File: src/rtl/lsra_pkg.sv
package lsra_pkg;

    localparam int ID_W  = 16;
    localparam int POS_W = 16;
    localparam int REG_W = 5;

    typedef logic [ID_W-1:0]  t_id;
    typedef logic [POS_W-1:0] t_pos;
    typedef logic [REG_W-1:0] t_reg_idx;

    // Allocation sequencer states
    typedef enum logic [2:0] {
        S_IDLE,
        S_FREE,
        S_RSV,
        S_SPILL,
        S_VICTIM,
        S_OUT
    } t_state;

    // Controller to datapath commands
    typedef struct packed {
        logic load;
        logic free_step;
        logic put_rsv;
        logic spill_step;
        logic put_victim;
        logic push;
    } t_dp_cmd;

    // Datapath to controller status
    typedef struct packed {
        logic free_hit;
        logic at_last_ord;
        logic at_last;
        logic out_busy;
    } t_dp_status;

endpackage

File: src/rtl/lsra_ctrl.sv
module lsra_ctrl (
    input  logic                  i_clk,
    input  logic                  i_rst_n,
    input  logic                  i_valid,
    output logic                  o_ready,
    output lsra_pkg::t_dp_cmd     o_cmd,
    input  lsra_pkg::t_dp_status  i_status
);
    import lsra_pkg::*;

    t_state r_state;
    t_state n_state;

    // State register
    always_ff @(posedge i_clk) begin
        if (!i_rst_n) begin
            r_state <= S_IDLE;
        end else begin
            r_state <= n_state;
        end
    end

    // Next state
    always_comb begin
        n_state = r_state;
        case (r_state)
            S_IDLE: begin
                if (i_valid) n_state = S_FREE;
            end
            S_FREE: begin
                if (i_status.free_hit) begin
                    n_state = S_OUT;
                end else if (i_status.at_last_ord) begin
                    n_state = S_RSV;
                end
            end
            S_RSV: begin
                n_state = S_SPILL;
            end
            S_SPILL: begin
                if (i_status.at_last) n_state = S_VICTIM;
            end
            S_VICTIM: begin
                n_state = S_OUT;
            end
            S_OUT: begin
                if (!i_status.out_busy) n_state = S_IDLE;
            end
            default: begin
                n_state = S_IDLE;
            end
        endcase
    end

    // Command decode
    always_comb begin
        o_ready          = (r_state == S_IDLE);
        o_cmd            = '0;
        o_cmd.load       = (r_state == S_IDLE) && i_valid;
        o_cmd.free_step  = (r_state == S_FREE);
        o_cmd.put_rsv    = (r_state == S_RSV);
        o_cmd.spill_step = (r_state == S_SPILL);
        o_cmd.put_victim = (r_state == S_VICTIM);
        o_cmd.push       = (r_state == S_OUT) && !i_status.out_busy;
    end

endmodule

File: src/rtl/lsra_dp.sv
module lsra_dp #(
    parameter int REGISTER_COUNT = 8
) (
    input  logic                  i_clk,
    input  logic                  i_rst_n,
    input  lsra_pkg::t_dp_cmd     i_cmd,
    output lsra_pkg::t_dp_status  o_status,
    input  logic                  i_first_of_function,
    input  lsra_pkg::t_id         i_interval_id,
    input  lsra_pkg::t_pos        i_def_position,
    input  lsra_pkg::t_pos        i_last_use_position,
    input  logic                  i_ready,
    output logic                  o_valid,
    output lsra_pkg::t_reg_idx    o_assigned_register,
    output logic                  o_overflow,
    output logic                  o_evicted_valid,
    output lsra_pkg::t_id         o_evicted_id
);
    import lsra_pkg::*;

    localparam int IDX_W = $clog2(REGISTER_COUNT);
    localparam logic [IDX_W-1:0] LAST_ORD = IDX_W'(REGISTER_COUNT - 2);
    localparam logic [IDX_W-1:0] LAST     = IDX_W'(REGISTER_COUNT - 1);

    // Slot file
    logic [REGISTER_COUNT-1:0] r_occ;
    t_id                       r_slot_id  [REGISTER_COUNT];
    t_pos                      r_slot_end [REGISTER_COUNT];

    // Current transaction
    t_id              r_id;
    t_pos             r_def;
    t_pos             r_end;
    logic [IDX_W-1:0] r_idx;
    logic [IDX_W-1:0] n_idx;

    // Spill search
    logic [IDX_W-1:0] r_best_idx;
    t_pos             r_best_end;
    t_id              r_best_id;

    // Result and output registers
    t_reg_idx r_res_reg;
    logic     r_res_ovf;
    t_id      r_res_id;
    logic     r_out_valid;
    t_reg_idx r_out_reg;
    logic     r_out_ovf;
    t_id      r_out_id;

    t_pos             w_cur_end;
    t_id              w_cur_id;
    logic             w_hit;
    logic             w_we;
    logic [IDX_W-1:0] w_waddr;
    logic             w_better;

    // Slot under the scan pointer
    assign w_cur_end = r_slot_end[r_idx];
    assign w_cur_id  = r_slot_id[r_idx];
    assign w_hit     = !r_occ[r_idx] || (w_cur_end <= r_def);
    assign w_better  = (r_idx == '0) || (w_cur_end > r_best_end);

    // Status
    assign o_status.free_hit    = w_hit;
    assign o_status.at_last_ord = (r_idx == LAST_ORD);
    assign o_status.at_last     = (r_idx == LAST);
    assign o_status.out_busy    = r_out_valid && !i_ready;

    // Single write port into the slot file
    always_comb begin
        w_we    = 1'b0;
        w_waddr = r_idx;
        if (i_cmd.free_step && w_hit) begin
            w_we = 1'b1;
        end else if (i_cmd.put_rsv) begin
            w_we    = 1'b1;
            w_waddr = LAST;
        end else if (i_cmd.put_victim) begin
            w_we    = 1'b1;
            w_waddr = r_best_idx;
        end
    end

    // Scan pointer
    always_comb begin
        n_idx = r_idx;
        if (i_cmd.load || i_cmd.put_rsv) begin
            n_idx = '0;
        end else if ((i_cmd.free_step && !w_hit) || (i_cmd.spill_step && r_idx != LAST)) begin
            n_idx = r_idx + 1'b1;
        end
    end

    // Occupancy and output valid
    always_ff @(posedge i_clk) begin
        if (!i_rst_n) begin
            r_occ       <= '0;
            r_out_valid <= 1'b0;
        end else begin
            if (i_cmd.load && i_first_of_function) begin
                r_occ <= '0;
            end else if (w_we) begin
                r_occ[w_waddr] <= 1'b1;
            end
            if (i_cmd.push) begin
                r_out_valid <= 1'b1;
            end else if (i_ready) begin
                r_out_valid <= 1'b0;
            end
        end
    end

    // Payload registers
    always_ff @(posedge i_clk) begin
        r_idx <= n_idx;
        if (i_cmd.load) begin
            r_id  <= i_interval_id;
            r_def <= i_def_position;
            r_end <= i_last_use_position;
        end
        if (w_we) begin
            r_slot_id[w_waddr]  <= r_id;
            r_slot_end[w_waddr] <= r_end;
        end
        // free slot found
        if (i_cmd.free_step && w_hit) begin
            r_res_reg <= t_reg_idx'(r_idx);
            r_res_ovf <= 1'b0;
            r_res_id  <= '0;
        end
        // greatest last use, first index wins ties
        if (i_cmd.spill_step && w_better) begin
            r_best_idx <= r_idx;
            r_best_end <= w_cur_end;
            r_best_id  <= w_cur_id;
        end
        if (i_cmd.put_victim) begin
            r_res_reg <= t_reg_idx'(r_best_idx);
            r_res_ovf <= 1'b1;
            r_res_id  <= r_best_id;
        end
        if (i_cmd.push) begin
            r_out_reg <= r_res_reg;
            r_out_ovf <= r_res_ovf;
            r_out_id  <= r_res_id;
        end
    end

    assign o_valid             = r_out_valid;
    assign o_assigned_register = r_out_reg;
    assign o_overflow          = r_out_ovf;
    assign o_evicted_valid     = r_out_ovf;
    assign o_evicted_id        = r_out_id;

endmodule

File: src/rtl/linear_scan_register_allocator_core.sv
// Flow: a free scan over the ordinary slots ends on the first free hit; a
// spill adds a reserved-slot write, a full spill scan and a victim write.
// Throughput: one transaction at a time; the slot scan visits one slot per
// cycle, so a spill costs two passes, and the result may wait on i_ready
// before the next acceptance.
// Reset (i_rst_n low, synchronous): all slots empty, output register empty.
module linear_scan_register_allocator_core #(
    parameter int REGISTER_COUNT = 8
) (
    input  logic               i_clk,
    input  logic               i_rst_n,
    input  logic               i_valid,
    output logic               o_ready,
    input  logic               i_first_of_function,
    input  lsra_pkg::t_id      i_interval_id,
    input  lsra_pkg::t_pos     i_def_position,
    input  lsra_pkg::t_pos     i_last_use_position,
    output logic               o_valid,
    input  logic               i_ready,
    output lsra_pkg::t_reg_idx o_assigned_register,
    output logic               o_overflow,
    output logic               o_evicted_valid,
    output lsra_pkg::t_id      o_evicted_id
);
    import lsra_pkg::*;

    t_dp_cmd    w_cmd;
    t_dp_status w_status;

    // Sequencer
    lsra_ctrl u_ctrl (
        .i_clk    (i_clk),
        .i_rst_n  (i_rst_n),
        .i_valid  (i_valid),
        .o_ready  (o_ready),
        .o_cmd    (w_cmd),
        .i_status (w_status)
    );

    // Slot file, scan and output register
    lsra_dp #(
        .REGISTER_COUNT (REGISTER_COUNT)
    ) u_dp (
        .i_clk               (i_clk),
        .i_rst_n             (i_rst_n),
        .i_cmd               (w_cmd),
        .o_status            (w_status),
        .i_first_of_function (i_first_of_function),
        .i_interval_id       (i_interval_id),
        .i_def_position      (i_def_position),
        .i_last_use_position (i_last_use_position),
        .i_ready             (i_ready),
        .o_valid             (o_valid),
        .o_assigned_register (o_assigned_register),
        .o_overflow          (o_overflow),
        .o_evicted_valid     (o_evicted_valid),
        .o_evicted_id        (o_evicted_id)
    );

endmodule

File: config.mk
export PLATFORM = sky130hd
export DESIGN_NAME = linear_scan_register_allocator_core
export DESIGN_NICKNAME = d
export VERILOG_FILES = /design/src/rtl/lsra_pkg.sv /design/src/rtl/lsra_ctrl.sv /design/src/rtl/lsra_dp.sv /design/src/rtl/linear_scan_register_allocator_core.sv
export SDC_FILE = /design/constraint.sdc
export NUM_CORES = 1
export LEC_CHECK = 0
export ABC_AREA = 1
export BUFFER_PORTS_ARGS = -buffer_cell sky130_fd_sc_hd__buf_4
export CORE_MARGIN = 3
export CORE_UTILIZATION = 50
export DETAILED_ROUTE_END_ITERATION = 8
export PLACE_DENSITY = 0.67
export SYNTH_ARGS = -nofsm -noshare
export SYNTH_HDL_FRONTEND = slang
export SYNTH_SLANG_ARGS = --single-unit
File: constraint.sdc
create_clock -name i_clk -period 4.3 [get_ports i_clk]
set_input_delay 0.43 -clock i_clk [delete_from_list [all_inputs] [get_ports i_clk]]
set_output_delay 0.43 -clock i_clk [all_outputs]
set_load 0.01 [all_outputs]
Word level (Yosys, flattened, before mapping)

Memory sizes are Yosys's and may differ from the RTL's. A register that Yosys moved wholly into a read port is not among the register bits.
Cells that the tools add are included.

Word-level logic and storage cells: 86
Flip-flop bits (word level): 122
Bits of input ports: 53
Output and inout bits: 25
Memories kept: 2
RAM bits: 256

Memories:

| memory          | words | width | rd ports | clocked after memory_dff | wr ports | RTL line      | source |
|---|---|---|---|---|---|---|---|
| u_dp.r_slot_end | 8     | 16    | 1        | 1                        | 1        | lsra_dp.sv:28 | `t_pos r_slot_end [REGISTER_COUNT];` |
| u_dp.r_slot_id  | 8     | 16    | 1        | 1                        | 1        | lsra_dp.sv:27 | `t_id r_slot_id [REGISTER_COUNT];` |

Bitwise operators: 2
Mux-type cells: 26
Magnitude comparators: 5
Add/sub/neg operators: 1
Reductions and logical operators: 23
Equality and inequality tests: 12

Operator list:

| kind                                                 | count |
|---|---|
| two-way mux 3 bit                                    | 12 |
| two-way mux 16 bit                                   | 2 |
| one-hot mux 3 bit (6 select lines)                   | 1 |
| greater-than comparator 16 bit                       | 1 |
| less-or-equal comparator 16 bit                      | 1 |
| equality test 3 bit (second input constant)          | 4 |
| logical AND 1 bit                                    | 9 |
| two-way mux 1 bit                                    | 9 |
| < comparator 3 x 4 -> 1 bit (second input constant)  | 2 |
| OR 8 bit                                             | 1 |
| equality test 3 x 2 -> 1 bit (second input constant) | 2 |
| zero test 3 bit                                      | 2 |
| inequality test 2 bit (second input constant)        | 3 |
| inequality test 3 bit (second input constant)        | 2 |
| zero test 1 bit                                      | 4 |
| logical OR 1 bit                                     | 4 |
| AND reduction 4 bit                                  | 1 |
| nonzero test 2 bit                                   | 2 |
| adder 3 x 1 -> 3 bit (second input constant)         | 1 |
| binary-select mux 1 bit (select 3 bit)               | 1 |
| demux 1 bit (select 3 bit)                           | 1 |
| equality test 3 x 1 -> 1 bit (second input constant) | 1 |
| >= comparator 3 x 1 -> 1 bit (second input constant) | 1 |
| OR reduction 2 bit                                   | 1 |
| NOT 1 bit                                            | 1 |

Longest topological paths before layout

Depth in word-level cells: 11
Depth in mapped cells: 23
Mapped depth without buffers: 22

Modules after synthesis

A second synthesis with hierarchy kept.

Cell total of the unflattened synthesis: 1211
Area total of the unflattened synthesis: 15676.3 µm²

Modules (own cells, without submodules):

| module    | cells each | area an instance (µm²) | instances | sequential area each (µm²) |
|---|---|---|---|---|
| lsra_dp   | 1156       | 15362.2                | 1         | 11671.2 |
| lsra_ctrl | 55         | 314.1                  | 1         | 60.1 |

Least setup slack after synthesis

Ideal clock, no wire load.

Kind: reg2reg
Start: register with a tool-made name
End: register u_dp.r_best_end[0] (enable)
Required time: 3861 ps
Period minus slack after synthesis: 4117 ps
Library setup time: 439 ps
Arrival time: 3678 ps
Stages on the path, launching flop included: 16
Slack: 183 ps
Cell sequence: dfxtp_1 -> buf_2 -> clkbuf_1 -> o21ai_0 -> o22ai_1 -> nor2_1 -> a31oi_1 -> ha_1 -> a21oi_1 -> o21ai_0 -> nand2_1 -> o211ai_1 -> nand2_1 -> nand4_1 -> nand2_1 -> a21oi_1

RTL lines:

| item                   | RTL line       | source |
|---|---|---|
| end signal: assignment | lsra_dp.sv:135 | `r_best_end <= w_cur_end;` |
| end: declaration       | lsra_dp.sv:39  | `t_pos r_best_end;` |

==> impl_metrics.tcl <==
set metrics [dict create \
    status "finished, final reports clean" \
    async_flop_share 0 \
    fin_crit_sh 0.831 \
    synth_ff_type "edfxtp_1" \
    wl_met2_um 13600 \
    wirelength_met1_um 13900 \
    powerDensity_nw_per_um2 531 \
    fin_crit_ns 3.57 \
    core_area_um2 30100 \
    top_layer "met4" \
    cp_slowest_cell "a31oi_1" \
    layout-drive-gt1-share 0.143 \
    hold_viol 0 \
    fmax_mhz 280 \
    rows 63 \
    synth_seq_cells 397 \
    synth_edf_count 378 \
    placed_area_um2 16600 \
    wl_um 30000 \
    hpwlAfterDp_um 18100 \
    maxSlewHeadroom 0.516 \
    yosysMostFrequentCell "edfxtp_1" \
    die_area_um2 33200 \
    synth_area_leaders "edfxtp_1, nor2_1, o21ai_0" \
    reg_top3 "u_dp.r_slot_end: 128 flops, u_dp.r_slot_id: 128 flops" \
    antenna_cells 0 \
    cts_inserted_buffers 42 \
    cts_tree "done" \
    hold_class "in2reg" \
    clockBufferDepth 3 \
    ys_types 35 \
    cts_setup_buffers 0 \
    synthTopCellsByCount "edfxtp_1, nor2_1, o21ai_0, inv_1, nand2_1" \
    tns_ns 0 \
    cp-start-kind "flop" \
    io_pins 78 \
    die_y_um 182 \
    synth_top_area_share 0.731 \
    critPathArrivalTime_ns 3.76 \
    antenna_found_initial 0 \
    ys_seq_area_frac 0.755 \
    cp_cell_sequence "inv_2 > o21ai_0 > o22ai_1 > nor2_1 > a31oi_1 > ha_1 > a21oi_1 > o21ai_1 > a21oi_1 > nand2_1 > nand2_2 > nand2_2 > nand3_4 > nand2_1 > inv_1 > buf_4" \
    slew_viol_final 0 \
    critPathMaxStageDelay_ns 0.46 \
    clock_tree.root_cell "clkbuf_16" \
    drt-pass1-iter-count 5 \
    setup_violations 0 \
    end_kind "flop" \
    grt_pass1_vias 8787 \
    drc 0 \
    gp_congestion 0.817 \
    die_x_um 182 \
    synth_area_um2 15500 \
    r2r_setup_slack_ns 0.73 \
    holdWs_ns 0.0769 \
    first_iter_violations 802 \
    avgViaCountPerCell 5.32 \
    clk_latency_ns 0.53 \
    holdBufCountCts 0 \
    initial_core_util 0.516 \
    grt_max_degree 71 \
    cp_data_required_time_ns 4.49 \
    route.met3.wl_um 1810 \
    critPathMaxFanout 32 \
    portBuffers 75 \
    synth_top_area_cell "edfxtp_1" \
    cts.sinks 397 \
    vias 9051 \
    detail-route-antenna-nets 0 \
    area_delta_synth_final_pct 15.3 \
    cts-htree-levels 2 \
    vdd_drop_max_uv 260 \
    grt_overflow_total 0 \
    leakage_nw 6.58 \
    synth_warnings 0 \
    path_class "reg2reg" \
    wl_per_cell_um 17.7 \
    nNetsFinal 1368 \
    grt_pass1_wl_um 47500 \
    skew_ns 0.0163 \
    drv_cap 0 \
    cts_resized 0 \
    final_area_um2 17900 \
    grt.total_usage 0.181 \
    tightest_slew_ns 0.727 \
    avgSynthCellArea_um2 13.1 \
    cts.clk_slew.worst_paths_ns 0.06 \
    syn_inst 1185 \
    rsz0062_at_grt "no" \
]
-- path summary, 6_finish.rpt --
kind,startpoint,end,depth (start not counted)
max,flop,u_dp.r_slot_id[2][14],16
min,i_last_use_position[1],u_dp.r_end[1],1
min reg2reg,u_dp.r_res_id[11],u_dp.o_evicted_id[11],0
max reg2reg,flop,u_dp.r_slot_id[2][14],16
-- final cells by class --
type	instances	area [µm²]
clock buffers	58	1130
clock inverters	18	141
fillers	2336	12200
inverters	99	377
multi-input cells	638	3210
flip-flops and latches	397	11700
well taps	390	488
repair buffers	101	821
-- critical path: cells and delay by family, from the launching register on --
family          cells  cell delay, ns
fa+ha+maj           1            0.36
compound gates      6            1.12
flops               1            0.32
simple gates        6            0.59
buf+inv             3            0.80
-- report_power, final --
part,switching [W],leakage [nW],internal [W]
registers,0.000164,3.61,0.00469
clock network,0.00138,0.625,0.00196
logic,0.000888,2.35,0.000431
-- layer usage --
layer	track usage	vias to the layer above
met1	0.272	4346
met2	0.275	267
met3	0.0291	57
met4	0.0536	0
li1	-	4381
met5	0	-
-- metrics by stage --
step	utilization	power [W]	cells	worst slack, ns
6_report	0.595	0.00951	1701	0.728
3_3_place_gp	0.552	0.00622	1625	0.873
5_1_grt	0.595	0.00996	1701	0.455
2_1_floorplan	-	0.00574	1186	0.183
4_1_cts	0.595	0.00959	1701	0.775
3_5_place_dp	0.552	0.00625	1625	0.791
-- cells by family after synthesis --
| logic type | count (synthesis) | share of synthesized area |
|---|---|---|
| and+or+nand+nor | 363 | 0.0931 |
| DFF | 397 | 0.755 |
| other | 1 | 0.000241 |
| buffers and inverters | 151 | 0.0392 |
| AOI/OAI and AO/OA | 237 | 0.0830 |
| adders and majority gates | 36 | 0.0290 |
-- cells in the final DEF (no fill, tap or decap), types with 2 or more instances in the layout --
cell       instances
buf_12             5
nor2_1           270
inv_2             11
conb_1             2
nand2_1           65
o21ai_2            3
clkinv_1           8
nor3_2             2
clkinv_2           7
dfxtp_1           17
o21ai_0          118
nand3_1            9
dfxtp_2            2
clkbuf_16         43
a31oi_1           31
buf_4             96
o21ai_1           17
nand2_2            5
a21o_1             2
clkbuf_1          15
nand4_1            4
edfxtp_1         378
inv_4              2
a21oi_1           30
nor2_4             2
bufinv_16          2
inv_1             85
ha_1              36
o22ai_1           33
No activity file was read; power rests on OpenSTA's default activity.
